--- config.mk ---
export PLATFORM = sky130hd
export DESIGN_NAME = ec_point_add_prime_field_core
export DESIGN_NICKNAME = d
export VERILOG_FILES = /design/src/design/ecpa_pkg.sv /design/src/design/ecpa_datapath.sv /design/src/design/ecpa_ctrl.sv /design/src/design/ec_point_add_prime_field_core.sv
export SDC_FILE = /design/constraint.sdc
export NUM_CORES = 1
export LEC_CHECK = 0
export ABC_AREA = 1
export BUFFER_PORTS_ARGS = -buffer_cell sky130_fd_sc_hd__buf_2
export CAP_MARGIN = 40
export CORE_ASPECT_RATIO = 1.25
export CORE_UTILIZATION = 40
export CTS_CLUSTER_DIAMETER = 50
export DETAILED_ROUTE_END_ITERATION = 10
export REMOVE_ABC_BUFFERS = 1
export SKIP_LAST_GASP = 1
export SYNTH_ARGS = -nofsm -noshare
export SYNTH_HDL_FRONTEND = slang
export SYNTH_SLANG_ARGS = --single-unit
export TNS_END_PERCENT = 100
--- constraint.sdc ---
create_clock -name i_clk -period 7.12 [get_ports i_clk]
set_input_delay 0.356 -clock i_clk [delete_from_list [all_inputs] [get_ports i_clk]]
set_output_delay 0.356 -clock i_clk [all_outputs]
set_load 0.005 [all_outputs]
--- src/design/ecpa_pkg.sv ---
// ----------------------------------------------------------------------------
// ecpa_pkg
// Shared constants and types of the prime field point adder.
// ----------------------------------------------------------------------------
package ecpa_pkg;

    localparam int FIELD_BITS_DEF = 16;
    localparam int CFG_IDX_BITS   = 1;

    localparam logic [CFG_IDX_BITS-1:0] REG_MODULUS = 1'b0;
    localparam logic [CFG_IDX_BITS-1:0] REG_CURVE_A = 1'b1;

    localparam logic [15:0] MODULUS_RESET = 16'd7;
    localparam logic [15:0] CURVE_A_RESET = 16'd0;

    // Datapath operations.
    typedef enum logic [3:0] {
        OP_NONE,
        OP_LOAD,      // latch inputs, a, one and zero
        OP_MUL,       // t = sa * sb mod m, serial
        OP_ADD,       // t = sa + sb mod m
        OP_SUB,       // t = sa - sb mod m
        OP_MOVE       // t = sa, less m once if sa >= m
    } t_op;

    // Register file selectors.
    typedef enum logic [3:0] {
        SEL_PX, SEL_PY, SEL_QX, SEL_QY, SEL_A, SEL_T0, SEL_T1, SEL_T2,
        SEL_LAM, SEL_RX, SEL_ONE, SEL_ZERO, SEL_RY
    } t_sel;

    // Source of the result item.
    typedef enum logic [1:0] {
        RES_ZERO, RES_Q, RES_P, RES_SUM
    } t_res;

    typedef struct packed {
        logic start;
        t_op  op;
        t_sel sa;
        t_sel sb;
        t_sel dst;
    } t_cmd;

    typedef struct packed {
        logic busy;
        logic p_inf;
        logic q_inf;
        logic x_eq;
        logic y_eq;
        logic py_zero;
        logic small_mod;
    } t_status;

endpackage

--- src/design/ecpa_datapath.sv ---
// ----------------------------------------------------------------------------
// ecpa_datapath
// Register file, one shared bit-serial modular multiplier and add/sub/move.
// ----------------------------------------------------------------------------
module ecpa_datapath #(
    parameter int FIELD_BITS = ecpa_pkg::FIELD_BITS_DEF
) (
    input  logic                  i_clk,
    input  logic                  i_rst_n,
    input  ecpa_pkg::t_cmd        i_cmd,
    input  logic [FIELD_BITS-1:0] i_modulus,
    input  logic [FIELD_BITS-1:0] i_curve_a,
    input  logic [FIELD_BITS-1:0] i_p_x,
    input  logic [FIELD_BITS-1:0] i_p_y,
    input  logic [FIELD_BITS-1:0] i_q_x,
    input  logic [FIELD_BITS-1:0] i_q_y,
    output ecpa_pkg::t_status     o_status,
    output logic [FIELD_BITS-1:0] o_px,
    output logic [FIELD_BITS-1:0] o_py,
    output logic [FIELD_BITS-1:0] o_qx,
    output logic [FIELD_BITS-1:0] o_qy,
    output logic [FIELD_BITS-1:0] o_rx,
    output logic [FIELD_BITS-1:0] o_ry
);

    localparam int W  = FIELD_BITS;
    localparam int CW = $clog2(W + 1);
    localparam int NR = 13;

    logic [W-1:0]  r_rf [NR];
    logic [W-1:0]  r_acc, n_acc;
    logic [W-1:0]  r_x;
    logic [W-1:0]  r_y;
    logic [CW-1:0] r_cnt;
    logic          r_busy;
    ecpa_pkg::t_sel r_dst;
    logic [W-1:0]  va, vb, m, d, s;

    assign m = i_modulus;

    // Mod add of two reduced values.
    function automatic logic [W-1:0] addm(input logic [W-1:0] x, input logic [W-1:0] y,
                                          input logic [W-1:0] mm);
        logic [W:0] sm;
        sm = {1'b0, x} + {1'b0, y};
        if (sm >= {1'b0, mm}) sm = sm - {1'b0, mm};
        return sm[W-1:0];
    endfunction

    assign va = r_rf[i_cmd.sa];
    assign vb = r_rf[i_cmd.sb];
    assign d  = addm(r_acc, r_acc, m);
    assign s  = addm(d, r_x, m);

    always_comb begin
        n_acc = r_y[W-1] ? s : d;
    end

    always_ff @(posedge i_clk) begin
        if (!i_rst_n) begin
            r_busy <= 1'b0;
            r_cnt  <= '0;
        end else begin
            if (r_busy) begin
                r_acc <= n_acc;
                r_y   <= {r_y[W-2:0], 1'b0};
                r_cnt <= r_cnt - CW'(1);
                if (r_cnt == CW'(1)) begin
                    r_rf[r_dst] <= n_acc;
                    r_busy      <= 1'b0;
                end
            end else if (i_cmd.start) begin
                case (i_cmd.op)
                    ecpa_pkg::OP_LOAD: begin
                        r_rf[ecpa_pkg::SEL_PX]   <= i_p_x;
                        r_rf[ecpa_pkg::SEL_PY]   <= i_p_y;
                        r_rf[ecpa_pkg::SEL_QX]   <= i_q_x;
                        r_rf[ecpa_pkg::SEL_QY]   <= i_q_y;
                        r_rf[ecpa_pkg::SEL_A]    <= i_curve_a;
                        r_rf[ecpa_pkg::SEL_ONE]  <= W'(1);
                        r_rf[ecpa_pkg::SEL_ZERO] <= '0;
                    end
                    ecpa_pkg::OP_MUL: begin
                        // The first operand must be reduced; the second may be
                        // any value, so one times a raw value reduces it.
                        r_x    <= va;
                        r_y    <= vb;
                        r_acc  <= '0;
                        r_cnt  <= CW'(W);
                        r_dst  <= i_cmd.dst;
                        r_busy <= 1'b1;
                    end
                    ecpa_pkg::OP_ADD: r_rf[i_cmd.dst] <= addm(va, vb, m);
                    ecpa_pkg::OP_SUB: r_rf[i_cmd.dst] <= (va >= vb) ? va - vb : va + (m - vb);
                    ecpa_pkg::OP_MOVE: r_rf[i_cmd.dst] <=
                        (va >= m) ? va - m : va;
                    default: ;
                endcase
            end
        end
    end

    assign o_status.busy      = r_busy;
    assign o_status.p_inf     = (r_rf[ecpa_pkg::SEL_PX] == '0) && (r_rf[ecpa_pkg::SEL_PY] == '0);
    assign o_status.q_inf     = (r_rf[ecpa_pkg::SEL_QX] == '0) && (r_rf[ecpa_pkg::SEL_QY] == '0);
    assign o_status.x_eq      = r_rf[ecpa_pkg::SEL_PX] == r_rf[ecpa_pkg::SEL_QX];
    assign o_status.y_eq      = r_rf[ecpa_pkg::SEL_PY] == r_rf[ecpa_pkg::SEL_QY];
    assign o_status.py_zero   = r_rf[ecpa_pkg::SEL_PY] == '0;
    assign o_status.small_mod = m < W'(3);
    assign o_px = r_rf[ecpa_pkg::SEL_PX];
    assign o_py = r_rf[ecpa_pkg::SEL_PY];
    assign o_qx = r_rf[ecpa_pkg::SEL_QX];
    assign o_qy = r_rf[ecpa_pkg::SEL_QY];
    assign o_rx = r_rf[ecpa_pkg::SEL_RX];
    assign o_ry = r_rf[ecpa_pkg::SEL_RY];

endmodule

--- src/design/ecpa_ctrl.sv ---
// ----------------------------------------------------------------------------
// ecpa_ctrl
// Sequencer issuing field operations for one point addition.
// ----------------------------------------------------------------------------
module ecpa_ctrl #(
    parameter int FIELD_BITS = ecpa_pkg::FIELD_BITS_DEF
) (
    input  logic                  i_clk,
    input  logic                  i_rst_n,
    input  logic                  i_in_valid,
    output logic                  o_in_stall,
    output logic                  o_out_valid,
    input  logic                  i_out_stall,
    input  logic [FIELD_BITS-1:0] i_modulus,
    input  ecpa_pkg::t_status     i_status,
    output ecpa_pkg::t_cmd        o_cmd,
    output ecpa_pkg::t_res        o_res_sel
);

    localparam int W  = FIELD_BITS;
    localparam int CW = $clog2(W);

    typedef enum logic [4:0] {
        S_IDLE, S_RED0, S_RED1, S_RED2, S_RED3, S_RED4, S_CLS,
        S_D0, S_D1, S_D2, S_D3, S_D4, S_C0, S_C1,
        S_E0, S_E1, S_E2, S_F0, S_F1, S_F2, S_F3, S_F4, S_F5, S_F6, S_DONE
    } t_state;

    t_state         r_state;
    logic [CW-1:0]  r_bit;
    logic           r_sq;
    logic           r_out_valid;
    ecpa_pkg::t_res r_res_sel;
    logic [W-1:0]   e;
    logic           take;

    assign e = i_modulus - W'(2);
    assign o_in_stall  = (r_state != S_IDLE) || r_out_valid;
    assign o_out_valid = r_out_valid;
    assign o_res_sel   = r_res_sel;
    assign take        = r_out_valid && !i_out_stall;

    function automatic ecpa_pkg::t_cmd mk(input ecpa_pkg::t_op op, input ecpa_pkg::t_sel a,
                                          input ecpa_pkg::t_sel b, input ecpa_pkg::t_sel dd);
        ecpa_pkg::t_cmd c;
        c.start = 1'b1; c.op = op; c.sa = a; c.sb = b; c.dst = dd;
        return c;
    endfunction

    always_comb begin
        o_cmd = '0;
        if (!i_status.busy) begin
            case (r_state)
                S_IDLE:  if (i_in_valid && !r_out_valid)
                    o_cmd = mk(ecpa_pkg::OP_LOAD, ecpa_pkg::SEL_PX, ecpa_pkg::SEL_PX,
                               ecpa_pkg::SEL_PX);
                S_RED0: o_cmd = mk(ecpa_pkg::OP_MUL, ecpa_pkg::SEL_ONE, ecpa_pkg::SEL_PX,
                                   ecpa_pkg::SEL_PX);
                S_RED1: o_cmd = mk(ecpa_pkg::OP_MUL, ecpa_pkg::SEL_ONE, ecpa_pkg::SEL_PY,
                                   ecpa_pkg::SEL_PY);
                S_RED2: o_cmd = mk(ecpa_pkg::OP_MUL, ecpa_pkg::SEL_ONE, ecpa_pkg::SEL_QX,
                                   ecpa_pkg::SEL_QX);
                S_RED3: o_cmd = mk(ecpa_pkg::OP_MUL, ecpa_pkg::SEL_ONE, ecpa_pkg::SEL_QY,
                                   ecpa_pkg::SEL_QY);
                S_RED4: o_cmd = mk(ecpa_pkg::OP_MUL, ecpa_pkg::SEL_ONE, ecpa_pkg::SEL_A,
                                   ecpa_pkg::SEL_A);
                S_D0: o_cmd = mk(ecpa_pkg::OP_MUL, ecpa_pkg::SEL_PX, ecpa_pkg::SEL_PX,
                                 ecpa_pkg::SEL_T0);
                S_D1: o_cmd = mk(ecpa_pkg::OP_ADD, ecpa_pkg::SEL_T0, ecpa_pkg::SEL_T0,
                                 ecpa_pkg::SEL_T1);
                S_D2: o_cmd = mk(ecpa_pkg::OP_ADD, ecpa_pkg::SEL_T1, ecpa_pkg::SEL_T0,
                                 ecpa_pkg::SEL_T1);
                S_D3: o_cmd = mk(ecpa_pkg::OP_ADD, ecpa_pkg::SEL_T1, ecpa_pkg::SEL_A,
                                 ecpa_pkg::SEL_T1);
                S_D4: o_cmd = mk(ecpa_pkg::OP_ADD, ecpa_pkg::SEL_PY, ecpa_pkg::SEL_PY,
                                 ecpa_pkg::SEL_T0);
                S_C0: o_cmd = mk(ecpa_pkg::OP_SUB, ecpa_pkg::SEL_QY, ecpa_pkg::SEL_PY,
                                 ecpa_pkg::SEL_T1);
                S_C1: o_cmd = mk(ecpa_pkg::OP_SUB, ecpa_pkg::SEL_QX, ecpa_pkg::SEL_PX,
                                 ecpa_pkg::SEL_T0);
                S_E0: o_cmd = mk(ecpa_pkg::OP_MUL, ecpa_pkg::SEL_ONE, ecpa_pkg::SEL_ONE,
                                 ecpa_pkg::SEL_T2);
                S_E1: o_cmd = r_sq ? mk(ecpa_pkg::OP_MUL, ecpa_pkg::SEL_T2, ecpa_pkg::SEL_T2,
                                        ecpa_pkg::SEL_T2)
                                   : mk(ecpa_pkg::OP_MUL, ecpa_pkg::SEL_T2, ecpa_pkg::SEL_T0,
                                        ecpa_pkg::SEL_T2);
                S_F0: o_cmd = mk(ecpa_pkg::OP_MUL, ecpa_pkg::SEL_T1, ecpa_pkg::SEL_T2,
                                 ecpa_pkg::SEL_LAM);
                S_F1: o_cmd = mk(ecpa_pkg::OP_MUL, ecpa_pkg::SEL_LAM, ecpa_pkg::SEL_LAM,
                                 ecpa_pkg::SEL_T0);
                S_F2: o_cmd = mk(ecpa_pkg::OP_SUB, ecpa_pkg::SEL_T0, ecpa_pkg::SEL_PX,
                                 ecpa_pkg::SEL_T0);
                S_F3: o_cmd = mk(ecpa_pkg::OP_SUB, ecpa_pkg::SEL_T0, ecpa_pkg::SEL_QX,
                                 ecpa_pkg::SEL_RX);
                S_F4: o_cmd = mk(ecpa_pkg::OP_SUB, ecpa_pkg::SEL_PX, ecpa_pkg::SEL_RX,
                                 ecpa_pkg::SEL_T0);
                S_F5: o_cmd = mk(ecpa_pkg::OP_MUL, ecpa_pkg::SEL_LAM, ecpa_pkg::SEL_T0,
                                 ecpa_pkg::SEL_T1);
                S_F6: o_cmd = mk(ecpa_pkg::OP_SUB, ecpa_pkg::SEL_T1, ecpa_pkg::SEL_PY,
                                 ecpa_pkg::SEL_RY);
                default: o_cmd = '0;
            endcase
        end
    end

    always_ff @(posedge i_clk) begin
        if (!i_rst_n) begin
            r_state     <= S_IDLE;
            r_bit       <= '0;
            r_sq        <= 1'b1;
            r_out_valid <= 1'b0;
            r_res_sel   <= ecpa_pkg::RES_ZERO;
        end else begin
            if (take) r_out_valid <= 1'b0;
            if (!i_status.busy) begin
                case (r_state)
                    S_IDLE: if (i_in_valid && !r_out_valid) r_state <= S_RED0;
                    S_RED0: r_state <= S_RED1;
                    S_RED1: r_state <= S_RED2;
                    S_RED2: r_state <= S_RED3;
                    S_RED3: r_state <= S_RED4;
                    S_RED4: r_state <= S_CLS;
                    S_CLS: begin
                        if (i_status.small_mod) begin
                            r_res_sel <= ecpa_pkg::RES_ZERO; r_state <= S_DONE;
                        end else if (i_status.p_inf) begin
                            r_res_sel <= ecpa_pkg::RES_Q; r_state <= S_DONE;
                        end else if (i_status.q_inf) begin
                            r_res_sel <= ecpa_pkg::RES_P; r_state <= S_DONE;
                        end else if (i_status.x_eq) begin
                            if (!i_status.y_eq || i_status.py_zero) begin
                                r_res_sel <= ecpa_pkg::RES_ZERO; r_state <= S_DONE;
                            end else r_state <= S_D0;
                        end else r_state <= S_C0;
                    end
                    S_D0: r_state <= S_D1;
                    S_D1: r_state <= S_D2;
                    S_D2: r_state <= S_D3;
                    S_D3: r_state <= S_D4;
                    S_D4: r_state <= S_E0;
                    S_C0: r_state <= S_C1;
                    S_C1: r_state <= S_E0;
                    S_E0: begin
                        r_bit <= CW'(W - 1); r_sq <= 1'b1; r_state <= S_E1;
                    end
                    S_E1: begin
                        if (r_sq && e[r_bit]) r_sq <= 1'b0;
                        else begin
                            r_sq <= 1'b1;
                            if (r_bit == '0) r_state <= S_F0;
                            else r_bit <= r_bit - CW'(1);
                        end
                    end
                    S_F0: r_state <= S_F1;
                    S_F1: r_state <= S_F2;
                    S_F2: r_state <= S_F3;
                    S_F3: r_state <= S_F4;
                    S_F4: r_state <= S_F5;
                    S_F5: r_state <= S_F6;
                    S_F6: begin
                        r_res_sel <= ecpa_pkg::RES_SUM; r_state <= S_DONE;
                    end
                    S_DONE: begin
                        r_out_valid <= 1'b1; r_state <= S_IDLE;
                    end
                    default: r_state <= S_IDLE;
                endcase
            end
        end
    end

endmodule

--- src/design/ec_point_add_prime_field_core.sv ---
// ----------------------------------------------------------------------------
// ec_point_add_prime_field_core
// Affine point addition on y^2 = x^3 + a*x + b over a prime field.
// ----------------------------------------------------------------------------
// An item on the input channel carries two points P and Q; (0,0) stands for
// the point at infinity. The block accepts an item when i_in_valid is high
// and o_in_stall is low, and presents the sum on o_sum_x and o_sum_y with
// o_out_valid until a cycle with i_out_stall low takes it.
// All field products go through one bit-serial modular multiplier; the same
// unit first reduces the four coordinates and a. The inversion is a
// square-and-multiply power with FIELD_BITS squarings and one product per
// set bit of the modulus minus two. Items with a point at infinity, a result
// at infinity or a modulus below three skip the field arithmetic after the
// reductions and go straight to the result.
// One item is in work at a time; the next one can be accepted from the cycle
// after the previous result has left.
// Reset sets the modulus to 7 and a to 0 and empties the block.
// A stalled result holds its value; the input stays stalled meanwhile.
// The configuration port is always ready and may be written while idle.
// ----------------------------------------------------------------------------
module ec_point_add_prime_field_core #(
    parameter int FIELD_BITS = ecpa_pkg::FIELD_BITS_DEF
) (
    input  logic                              i_clk,
    input  logic                              i_rst_n,
    input  logic                              i_in_valid,
    output logic                              o_in_stall,
    input  logic [FIELD_BITS-1:0]             i_p_x,
    input  logic [FIELD_BITS-1:0]             i_p_y,
    input  logic [FIELD_BITS-1:0]             i_q_x,
    input  logic [FIELD_BITS-1:0]             i_q_y,
    output logic                              o_out_valid,
    input  logic                              i_out_stall,
    output logic [FIELD_BITS-1:0]             o_sum_x,
    output logic [FIELD_BITS-1:0]             o_sum_y,
    input  logic                              i_cfg_valid,
    output logic                              o_cfg_ready,
    input  logic [ecpa_pkg::CFG_IDX_BITS-1:0] i_cfg_index,
    input  logic [FIELD_BITS-1:0]             i_cfg_data
);

    logic [FIELD_BITS-1:0] r_modulus;
    logic [FIELD_BITS-1:0] r_curve_a;
    logic [FIELD_BITS-1:0] rx, ry;
    ecpa_pkg::t_cmd    cmd;
    ecpa_pkg::t_status st;
    ecpa_pkg::t_res    res_sel;
    logic [FIELD_BITS-1:0] px, py, qx, qy;

    assign o_cfg_ready = 1'b1;

    always_ff @(posedge i_clk) begin
        if (!i_rst_n) begin
            r_modulus <= FIELD_BITS'(ecpa_pkg::MODULUS_RESET);
            r_curve_a <= FIELD_BITS'(ecpa_pkg::CURVE_A_RESET);
        end else if (i_cfg_valid) begin
            case (i_cfg_index)
                ecpa_pkg::REG_MODULUS: r_modulus <= i_cfg_data;
                ecpa_pkg::REG_CURVE_A: r_curve_a <= i_cfg_data;
                default: ;
            endcase
        end
    end

    ecpa_ctrl #(.FIELD_BITS(FIELD_BITS)) u_ctrl (
        .i_clk(i_clk), .i_rst_n(i_rst_n),
        .i_in_valid(i_in_valid), .o_in_stall(o_in_stall),
        .o_out_valid(o_out_valid), .i_out_stall(i_out_stall),
        .i_modulus(r_modulus), .i_status(st), .o_cmd(cmd),
        .o_res_sel(res_sel)
    );

    ecpa_datapath #(.FIELD_BITS(FIELD_BITS)) u_dp (
        .i_clk(i_clk), .i_rst_n(i_rst_n), .i_cmd(cmd),
        .i_modulus(r_modulus), .i_curve_a(r_curve_a),
        .i_p_x(i_p_x), .i_p_y(i_p_y), .i_q_x(i_q_x), .i_q_y(i_q_y),
        .o_status(st), .o_px(px), .o_py(py), .o_qx(qx), .o_qy(qy),
        .o_rx(rx), .o_ry(ry)
    );

    always_comb begin
        case (res_sel)
            ecpa_pkg::RES_Q:   begin o_sum_x = qx; o_sum_y = qy; end
            ecpa_pkg::RES_P:   begin o_sum_x = px; o_sum_y = py; end
            ecpa_pkg::RES_SUM: begin o_sum_x = rx; o_sum_y = ry; end
            default:           begin o_sum_x = '0; o_sum_y = '0; end
        endcase
    end

    property p_no_accept_busy;
        @(posedge i_clk) disable iff (!i_rst_n) o_out_valid |-> o_in_stall;
    endproperty
    a_no_accept_busy: assert property (p_no_accept_busy) else $error("accept while full");

    property p_hold;
        @(posedge i_clk) disable iff (!i_rst_n)
            (o_out_valid && i_out_stall) |=> (o_out_valid && $stable(o_sum_x));
    endproperty
    a_hold: assert property (p_hold) else $error("result changed");

endmodule

======== After elaboration in Yosys (flattened, before gate mapping) ========
Memories as Yosys holds them, arrays and structs flattened.
Cells that the tools add are included.
operators by class
  add/sub/neg operators ................... 13
  muxes and demuxes ....................... 86
  equality and inequality tests ........... 40
  reductions and logical operators ........ 33
  magnitude comparators ................... 7
  bitwise operators ....................... 4
operator list
  kind                     number
  $pmux W17 S22            1
  $mux W16                 20
  $pmux W5 S22             1
  $pmux W16 S3             2
  $sub A16 B16 Y16         6
  $logic_not A16 Y1        4
  $mux W5                  11
  $add A16 B16 Y17         3
  $ge A17 B16 Y1           3
  $eq A5 B4 Y1 const B     8
  $eq A5 B5 Y1 const B     8
  $mux W1                  35
  $mux W17                 2
  $eq A16 B16 Y1           2
  $ge A16 B16 Y1           2
  $reduce_or A16 Y1        2
  $eq A5 B3 Y1 const B     4
  $add A16 B16 Y16         1
  $lt A16 B2 Y1 const B    1
  $mux W4                  4
  $reduce_and A4 Y1        4
  $sub A16 B2 Y16 const B  1
  $eq A5 B1 Y1 const B     2
  $eq A5 B2 Y1 const B     2
  other kinds (30)         54
storage, ports and cells
  output and inout port bits .............. 35
  input port bits ......................... 86
  bits in writable memories ............... 208
  memories ................................ 1
  register bits after elaboration ......... 103
memory list
  memory     depth  bits a word  rd ports  clocked after Yosys merged registers in  wr ports  line                 text
  u_dp.r_rf  13     16           8         0                                        7         ecpa_datapath.sv:30  logic [W-1:0] r_rf [NR];

======== Depth between registers and ports, before layout ========
Gate-level depths: netlist of the first run.
An unclocked memory read counts as a cell.
  word-level depth ........................ 16
  mapped depth ............................ 48

======== Modules after synthesis ========
From an unflattened synthesis of the first run, not the netlist that was laid out.
second synthesis, totals
  cell total of the unflattened synthesis .. 3832
  area, all modules ....................... 27979.3 µm²
by module, submodules not included
  module                         cells each  area an instance (µm²)  times used
  ecpa_datapath                  3161        24145.7                 1
  ec_point_add_prime_field_core  316         1968.1                  1
  ecpa_ctrl                      355         1865.5                  1

======== Worst setup path after synthesis of the first run ========
No wires, ideal clock.
  path kind ............................... reg-to-reg
  from .................................... register u_ctrl.r_state[4]
  to ...................................... memory u_dp.r_rf[0][9] (netlist bit), data pin
  path buffers ............................ 7
  setup slack ............................. 686 ps
  clock period less this slack ............ 6434 ps
  cell stages (with the launch flop) ...... 48
  arrival time ............................ 6176 ps
  library setup time ...................... 258 ps
  cells stage by stage .................... dfxtp_1 buf_4 inv_1 buf_2 nand3_1 nand2_1 nor2_1 nand2_1 nand2_1 buf_2 clkbuf_1 clkbuf_1 nand2_1 o21ai_0 o21ai_0 o21ai_0 o31ai_1 inv_1 [... 12 more ...] xor2_1 ha_1 nand2_1 nor2_1 nand2_1 o21ai_0 nand3_1 nand2_1 a21oi_1 nand2_1 inv_1 clkbuf_1 nor2_1 nor2_1 o21ai_0 nand2_1 inv_1 nand2_1
RTL lines
  item                    line                 text
  start, declared         ecpa_ctrl.sv:29      t_state r_state;
  start signal, assigned  ecpa_ctrl.sv:108     r_state <= S_IDLE;
  start signal, assigned  ecpa_ctrl.sv:117     S_IDLE: if (i_in_valid && !r_out_valid) r_state <= S_RED0;
  start signal, assigned  ecpa_ctrl.sv:118     S_RED0: r_state <= S_RED1;
  end, declared           ecpa_datapath.sv:30

==> results of run 1 <==
==> logic make-up (layout without fill, tap and decap cells) <==
family	count (synthesis)	in the layout
AO/OA/AOI/OAI	811	811
XOR/XNOR	96	96
adder cells (fa/ha/maj)	136	136
buffers and inverters	468	734
flip-flops	311	311
other	1	2
AND/OR/NAND/NOR	1193	1193
==> per-layer routing <==
layer | up-vias | wire length (µm) | track usage [%]
li1 | 10908 | - | -
met1 | 11161 | 36400 | 38.9
met2 | 1168 | 47100 | 55.3
met3 | 258 | 7260 | 4.73
met4 | 0 | 5080 | 15.8
met5 | - | 0 | 0
==> registers in the layout (all words and copies together) (netlist names) <==
name	count
u_dp.r_rf	208
r_curve_a	16
r_modulus	16
u_dp.r_acc	16
u_dp.r_x	16
u_dp.r_y	16
u_ctrl.r_state	5
u_dp.r_cnt	5
u_ctrl.r_bit	4
u_dp.r_dst	4
u_ctrl.o_res_sel	2
u_ctrl.o_out_valid	1
u_ctrl.r_sq	1
u_dp.r_busy	1
==> cell usage in the layout (no fill, tap or decap), types with 8 or more instances in the layout <==
| cell type | n |
|---|---|
| nand2_2 | 12 |
| buf_4 | 188 |
| clkinv_1 | 10 |
| nor2_1 | 186 |
| buf_2 | 119 |
| clkbuf_16 | 47 |
| edfxtp_1 | 244 |
| a221oi_1 | 57 |
| o31ai_1 | 15 |
| nor4_1 | 26 |
| o311ai_1 | 8 |
| nand2_1 | 700 |
| o211ai_1 | 46 |
| xnor2_1 | 31 |
| inv_1 | 287 |
| o21bai_1 | 24 |
| dfxtp_1 | 62 |
| xor2_1 | 64 |
| buf_12 | 10 |
| o221ai_1 | 20 |
| o311ai_0 | 11 |
| o21ai_0 | 329 |
| or2_2 | 24 |
| nor3_1 | 32 |
| o21ai_1 | 40 |
| nand4_1 | 31 |
| nand3_1 | 152 |
| a21oi_1 | 203 |
| inv_2 | 29 |
| fa_1 | 20 |
| ha_1 | 114 |
==> how the worst max path moves through the flow <==
stage	from	to	slack, ns	depth (start not counted)
floorplan	u_dp.r_busy$_SDFF_PN0_	u_dp.r_rf[0][9]$_DFFE_PP_	-2.35	36
global placement	u_ctrl.r_state[3]$_SDFFE_PN0P_	u_dp.r_rf[4][0]$_DFFE_PP_	0.10	41
detailed placement	u_ctrl.r_state[0]$_SDFFE_PN0P_	u_dp.r_rf[3][0]$_DFFE_PP_	0.12	42
CTS	u_ctrl.r_state[0]$_SDFFE_PN0P_	u_dp.r_rf[3][0]$_DFFE_PP_	0.09	42
global route	u_ctrl.r_state[3]$_SDFFE_PN0P_	u_dp.r_rf[3][15]$_DFFE_PP_	-0.03	38
finish	u_ctrl.r_state[3]$_SDFFE_PN0P_	u_dp.r_rf[3][15]$_DFFE_PP_	0.46	34
==> Yosys cell counts, drive strengths merged <==
| library cell | count |
|---|---|
| nand2 | 715 |
| o21ai | 375 |
| inv | 320 |
| edfxtp | 244 |
| a21oi | 205 |
| nor2 | 198 |
| nand3 | 154 |
| clkbuf | 117 |
| ha | 115 |
| dfxtp | 67 |
| xor2 | 65 |
| a221oi | 59 |
| o211ai | 46 |
| nor3 | 36 |
| nand4 | 31 |
| xnor2 | 31 |
| buf | 26 |
| nor4 | 26 |
| or2 | 26 |
| o21bai | 25 |
| fa | 21 |
| o221ai | 20 |
| o311ai | 20 |
| o31ai | 16 |
| a21boi | 9 |
| a31oi | 7 |
| a21o | 6 |
| o2111ai | 6 |
| o21a | 6 |
| clkinv | 5 |
| o22ai | 3 |
| a22oi | 2 |
| a311oi | 2 |
| and3 | 2 |
| nand3b | 2 |
| nor3b | 2 |
| a2111oi | 1 |
| a211oi | 1 |
| a41oi | 1 |
| conb | 1 |
| nor4b | 1 |
| o41ai | 1 |
==> through the flow <==
stage | util [%] | setup slack, ns | area (µm²) | hold WS, ns
6_report | 48.7 | 0.457 | 27400 | 0.0383
5_1_grt | 48.7 | -0.0336 | 27400 | 0.0423
3_5_place_dp | 45.4 | 0.116 | 25600 | 0.467
2_1_floorplan | - | -2.35 | 22400 | 0.440
3_3_place_gp | 45.2 | 0.104 | 25500 | 0.451
4_1_cts | 48.0 | 0.0918 | 27000 | 0.0171
==> final cells by class <==
| class | count | area [µm²] | area share [%] |
|---|---|---|---|
| multi-input cells | 2237 | 12700 | 46.3 |
| flip-flops and latches | 311 | 8680 | 31.6 |
| repair buffers | 326 | 2410 | 8.78 |
| inverters | 325 | 1230 | 4.50 |
| clock buffers | 51 | 1140 | 4.15 |
| well taps | 742 | 928 | 3.38 |
| clock inverters | 30 | 339 | 1.24 |
| repair inverters | 2 | 15.0 | 0.0547 |
| diodes | 1 | 2.50 | 0.00912 |
==> worst reg2reg max path: cells and delay by family (launching register included) <==
| kind | cells | cell delay [ns] |
|---|---|---|
| adders and majority gates | 2 | 0.88 |
| and+or+nand+nor | 14 | 1.83 |
| buffers and inverters | 9 | 1.64 |
| DFF | 1 | 0.36 |
| xor gates and xnor gates | 1 | 0.31 |
| AOI/OAI and AO/OA | 8 | 1.40 |
==> what timing repair did <==
| action | 4_1_cts | 5_1_grt |
|---|---|---|
| resized for setup | 0 | 84 |
| endpoints found under the hold margin | 0 | 0 |
| setup endpoints to repair | 0 | 209 |
| hold buffers | 0 | 0 |
| buffers inserted | 0 | 14 |
==> out/metrics.csv, run 1 <==
metric,value,unit
outcome,completed,
ranking of synthesized cells by area,"edfxtp_1 32%, nand2_1 12%, o21ai_0 7.5%",
"FF+latch count, synth",311,
Bufs and invs on worst path,9,
insertion delay to the later sink of the worst-skew pair,0.59,ns
most frequent CP cell,inv_1,
Worst-Margin Slew,0.892,ns
Placed Instances,3923,
FF-to-FF End,u_dp.r_rf[3][15]$_DFFE_PP_,
Pins Over Slew Limit,0,
largest family of logic cells by synthesized area,simple AND/OR/NAND/NOR gates,
Crit-path slowest cell,ha_1,
post-synthesis compound-gate area fraction,20.8,%
Yosys top cell by area,edfxtp_1,
Congestion Overflow GR,0,
Yosys top cell area share,31.9,%
part of the Yosys area used for sequential elements,37.8,%
I/O pin cnt,121,
port bufs,119,
htree depth,2,
drt initial violations,2636,
initial antenna violation count,1,
Num CTS Buffers,44,
Fin. Hold Viols,0,
Reg2Reg Depth,34,
fin cells,4025,
Mapped Avg Cell Area,7.61,µm²
GPL Wtd Cong,0.985,
mean routed wirelength per cell,23.8,µm
DR vias,23495,
final wirelength,95800,µm
CTS tree,built,
Synth cell types,56,
Synth Area in XOR/XNOR,3.66,%
multiplexer area fraction after synthesis,0,%
Hold Path End,u_ctrl.o_out_valid$_SDFF_PN0_,
Crit path max-delay family,simple AND/OR/NAND/NOR gates,
CTS Root Cell,clkbuf_16,
drt via density,5.84,
DRC,0,
"Largest stage delay, worst path",0.50,ns
aggregate negative setup slack,0,ns
"Setup violations, final",0,
WP data required,7.43,ns
Clock Skew,0.0309,ns
DR pass1 iterations,6,
DP HPWL,73200,µm
Initial Util,40.7,%
worst endpoint data arrival time,6.97,ns
Startpoint Class,flip-flop,
overall die width,216,µm
worst reg2reg setup slack,0.46,ns
post-synthesis simple-gate area fraction,21.8,%
wire length of the first global-routing pass,141000,µm
maximum clock insertion buffer count,3,
Core Area,56300,µm²
hold path startpoint,i_out_stall,
critical path class,flip-flop to flip-flop,
achievable frequency,150,MHz
Hold Path Class,primary input to flip-flop,
remaining antenna violation count,0,
final worst path period share,93.6,%
vias in the first global route,23050,
Worst-path clk slew,0.06,ns
GRT Util Overall,32.1,%
CP endpoint kind,flip-flop,
Die Span Y,270,µm
row count,97,
reg2reg start,u_ctrl.r_state[3]$_SDFFE_PN0P_,
max_cap viols,0,
DIE AREA,58300,µm²
Fillers,5542,
Ys Warns,0,
Mapped Area,22900,µm²
CP max FO,38,
Tmin final,6.66,ns
Rel. slew slack,39.7,%
adder-cell area share of the yosys netlist,8.10,%
largest net degree at the start of global routing,71,
Sink Count,311,
worst hold stages,3,
Area Growth Syn to Fin,19.5,%
synthesized instance count,3016,
nets,3469,
layout cells sized above 1,15.6,%
Power of run 1 is not shown: default switching activity piles up to over one toggle a cycle in this logic, so the estimate is an artifact.
==> run 2: changes to the inputs <==
--- a/config.mk
+++ b/config.mk
@@ -5,7 +5,6 @@
 export SDC_FILE = /design/constraint.sdc
 export NUM_CORES = 1
 export LEC_CHECK = 0
-export ABC_AREA = 1
 export BUFFER_PORTS_ARGS = -buffer_cell sky130_fd_sc_hd__buf_2
 export CAP_MARGIN = 40
 export CORE_ASPECT_RATIO = 1.25
==> out/metrics.csv, run 2 <==
metric,value,unit
Mapped Area,26100,µm²
Biggest register,u_dp.r_rf,
htree depth,2,
outcome,"finished, violations left",
max FFs per register,256,
CP max FO,12,
Fillers,5774,
reg2reg start,u_ctrl.r_state[1]$_SDFFE_PN0P_,
hold path startpoint,i_p_y[8],
Tmin final,7.21,ns
Min Hold Slack,0.0183,ns
Worst-Margin Slew,0.878,ns
Hold Path Class,primary input to flip-flop,
final worst path period share,101,%
post-place setup slack,-0.618,ns
Hold Path End,u_dp.r_rf[1][8]$_DFFE_PP_,
Congestion Overflow GR,0,
overall die width,231,µm
CP endpoint kind,flip-flop,
mean routed wirelength per cell,27.1,µm
"most common cell after layout, fill and taps aside",buf_4,
drt initial violations,2795,
wire length of the first global-routing pass,166000,µm
Area Growth Syn to Fin,35.3,%
drt via density,6.22,
Num CTS Buffers,44,
CTS tree,built,
DRC,0,
GRT Util Overall,33.5,%
CTS Root Cell,clkbuf_16,
row count,104,
PnR worst setup slack,-0.0874,ns
FF-to-FF End,u_dp.r_rf[10][4]$_SDFFE_PP0P_,
DR vias,26624,
"Largest stage delay, worst path",0.62,ns
Synth top cells by count,"405 x nand2_1, 292 x edfxtp_1, 168 x a21oi_1",
critical path class,flip-flop to flip-flop,
worst hold stages,2,
RSZ-0062 raised after global routing,true,
achievable frequency,139,MHz
final wirelength,116000,µm
top-count cell post-synth,nand2_1,
maximum clock insertion buffer count,3,
Yosys top cell area share,33.6,%
Mapped Avg Cell Area,9.28,µm²
Pins Over Slew Limit,0,
Rel. slew slack,41.2,%
Clock Skew,0.0329,ns
Core Area,64500,µm²
Worst-path clk slew,0.06,ns
Startpoint Class,flip-flop,
max_cap viols,0,
failing checks,setup timing,
Yosys top cell by area,edfxtp_1,
most frequent cells in the layout,"488 x buf_4, 394 x nand2_1, 292 x edfxtp_1, 147 x a21oi_1, 121 x buf_2",
initial antenna violation count,1,
"FF+latch count, synth",359,
port bufs,119,
ys flop type,edfxtp_1,
Ys Warns,0,
insertion delay to the later sink of the worst-skew pair,0.61,ns
worst endpoint data arrival time,7.75,ns
number of flops mapped to enable cells by yosys,292,
nets,3616,
worst reg2reg setup slack,-0.09,ns
ranking of synthesized cells by area,"edfxtp_1 34%, nand2_1 5.8%, ha_1 5.5%",
DIE AREA,66400,µm²
Sink Count,359,
Synth cell types,103,
WP data required,7.66,ns
largest net degree at the start of global routing,67,
Initial Util,40.5,%
most frequent CP cell,buf_4,
I/O pin cnt,121,
DP HPWL,85000,µm
Reg2Reg Depth,34,
Die Span Y,288,µm
Final Util,54.8,%
part of the Yosys area used for sequential elements,38.7,%
vias in the first global route,25698,
DR pass1 iterations,8,
"Setup violations, final",29,
fraction of registers with async set/reset,0,%
GPL Wtd Cong,0.999,
Fin. Hold Viols,0,
synthesized instance count,2816,
Crit-path slowest cell,mux4_2,
layout cells sized above 1,31.6,%
remaining antenna violation count,0,
run 2: cell types whose count changed in the layout (fill, tap and decap cells not counted), sizes merged, moves of 71 or more:
cell	previous run	this run
a21o	6	93
buf	322	708
inv	326	99
mux2i	0	71
nand2	715	406
o21ai	375	146
run 2: worst max path at each step:
stage                                   start  slack (ns)  cells after the start                       endpoint
2_1_floorplan  u_ctrl.r_state[1]$_SDFFE_PN0P_      -10.79                     24     u_dp.r_rf[0][10]$_DFFE_PP_
3_3_place_gp   u_ctrl.r_state[1]$_SDFFE_PN0P_       -0.63                     30      u_dp.r_rf[0][3]$_DFFE_PP_
3_5_place_dp      u_dp.r_acc[0]$_SDFFCE_PN0P_       -0.62                     30      u_dp.r_rf[0][1]$_DFFE_PP_
4_1_cts           u_dp.r_acc[0]$_SDFFCE_PN0P_       -0.21                     33      u_dp.r_rf[1][1]$_DFFE_PP_
5_1_grt        u_ctrl.r_state[4]$_SDFFE_PN0P_       -0.37                     33  u_dp.r_rf[10][4]$_SDFFE_PP0P_
6_report       u_ctrl.r_state[1]$_SDFFE_PN0P_       -0.09                     34  u_dp.r_rf[10][4]$_SDFFE_PP0P_
run 2: cell type report:
cell class                      instances  area [µm²]  area share, %
Tap cell                              848        1060           3.00
Clock buffer                           48        1140           3.22
Sequential cell                       359       10100           28.6
Clock inverter                         34         439           1.24
Timing Repair Buffer                  716        6060           17.1
Multi-Input combinational cell       2177       16200           45.7
Timing Repair inverter                  2        15.0         0.0425
Inverter                               94         362           1.02
Antenna cell                            1        2.50        0.00708
run 2: cell families (layout without fill, tap and decap cells):
| kind of cell | count (synthesis) | in the layout | synth area share, % |
|---|---|---|---|
| and+or+nand+nor | 903 | 903 | 16.2 |
| AOI/OAI and AO/OA | 882 | 883 | 23.6 |
| DFF | 359 | 359 | 38.7 |
| buffers and inverters | 281 | 894 | 4.28 |
| adders and majority gates | 136 | 136 | 7.12 |
| muxes | 135 | 135 | 6.05 |
| xor gates and xnor gates | 119 | 119 | 3.99 |
| other | 1 | 2 | 0.0144 |
run 2: stage by stage:
| stage | std cells | TNS [ns] | cell area, µm² |
|---|---|---|---|
| after floorplan | 2629 | -2643.55 | 25400 |
| after global placement | 4084 | -94.87 | 31200 |
| after detailed placement | 4092 | -93.77 | 31400 |
| after CTS | 4215 | -6.67 | 33900 |
| after global routing | 4278 | -32.05 | 35400 |
| final | 4279 | -1.66 | 35400 |
run 2: routing by layer:
metal	routed length (µm)	global-route usage (%)
met5	17	0
met4	7100	18.0
met3	8770	4.51
met2	54700	56.2
met1	45600	41.7
run 2: timing repair:
item                                    4_1_cts  5_1_grt
setup buffers                                34       58
endpoints found under the setup margin      266      272
pin swaps                                    41       70
gates cloned                                  6        9
endpoints found under the hold margin         2        0
hold buffers                                  2        0
gates resized for setup                     121      176
run 2: critical path, delay by kind of cell (launching register included):
family,cells,cell delay [ns]
buffers and inverters,10,1.51
xor gates and xnor gates,1,0.09
adders and majority gates,2,0.80
and+or+nand+nor,7,1.37
muxes,2,0.85
DFF,1,0.36
AOI/OAI and AO/OA,12,2.13
Power of run 2 is left out for the same reason.
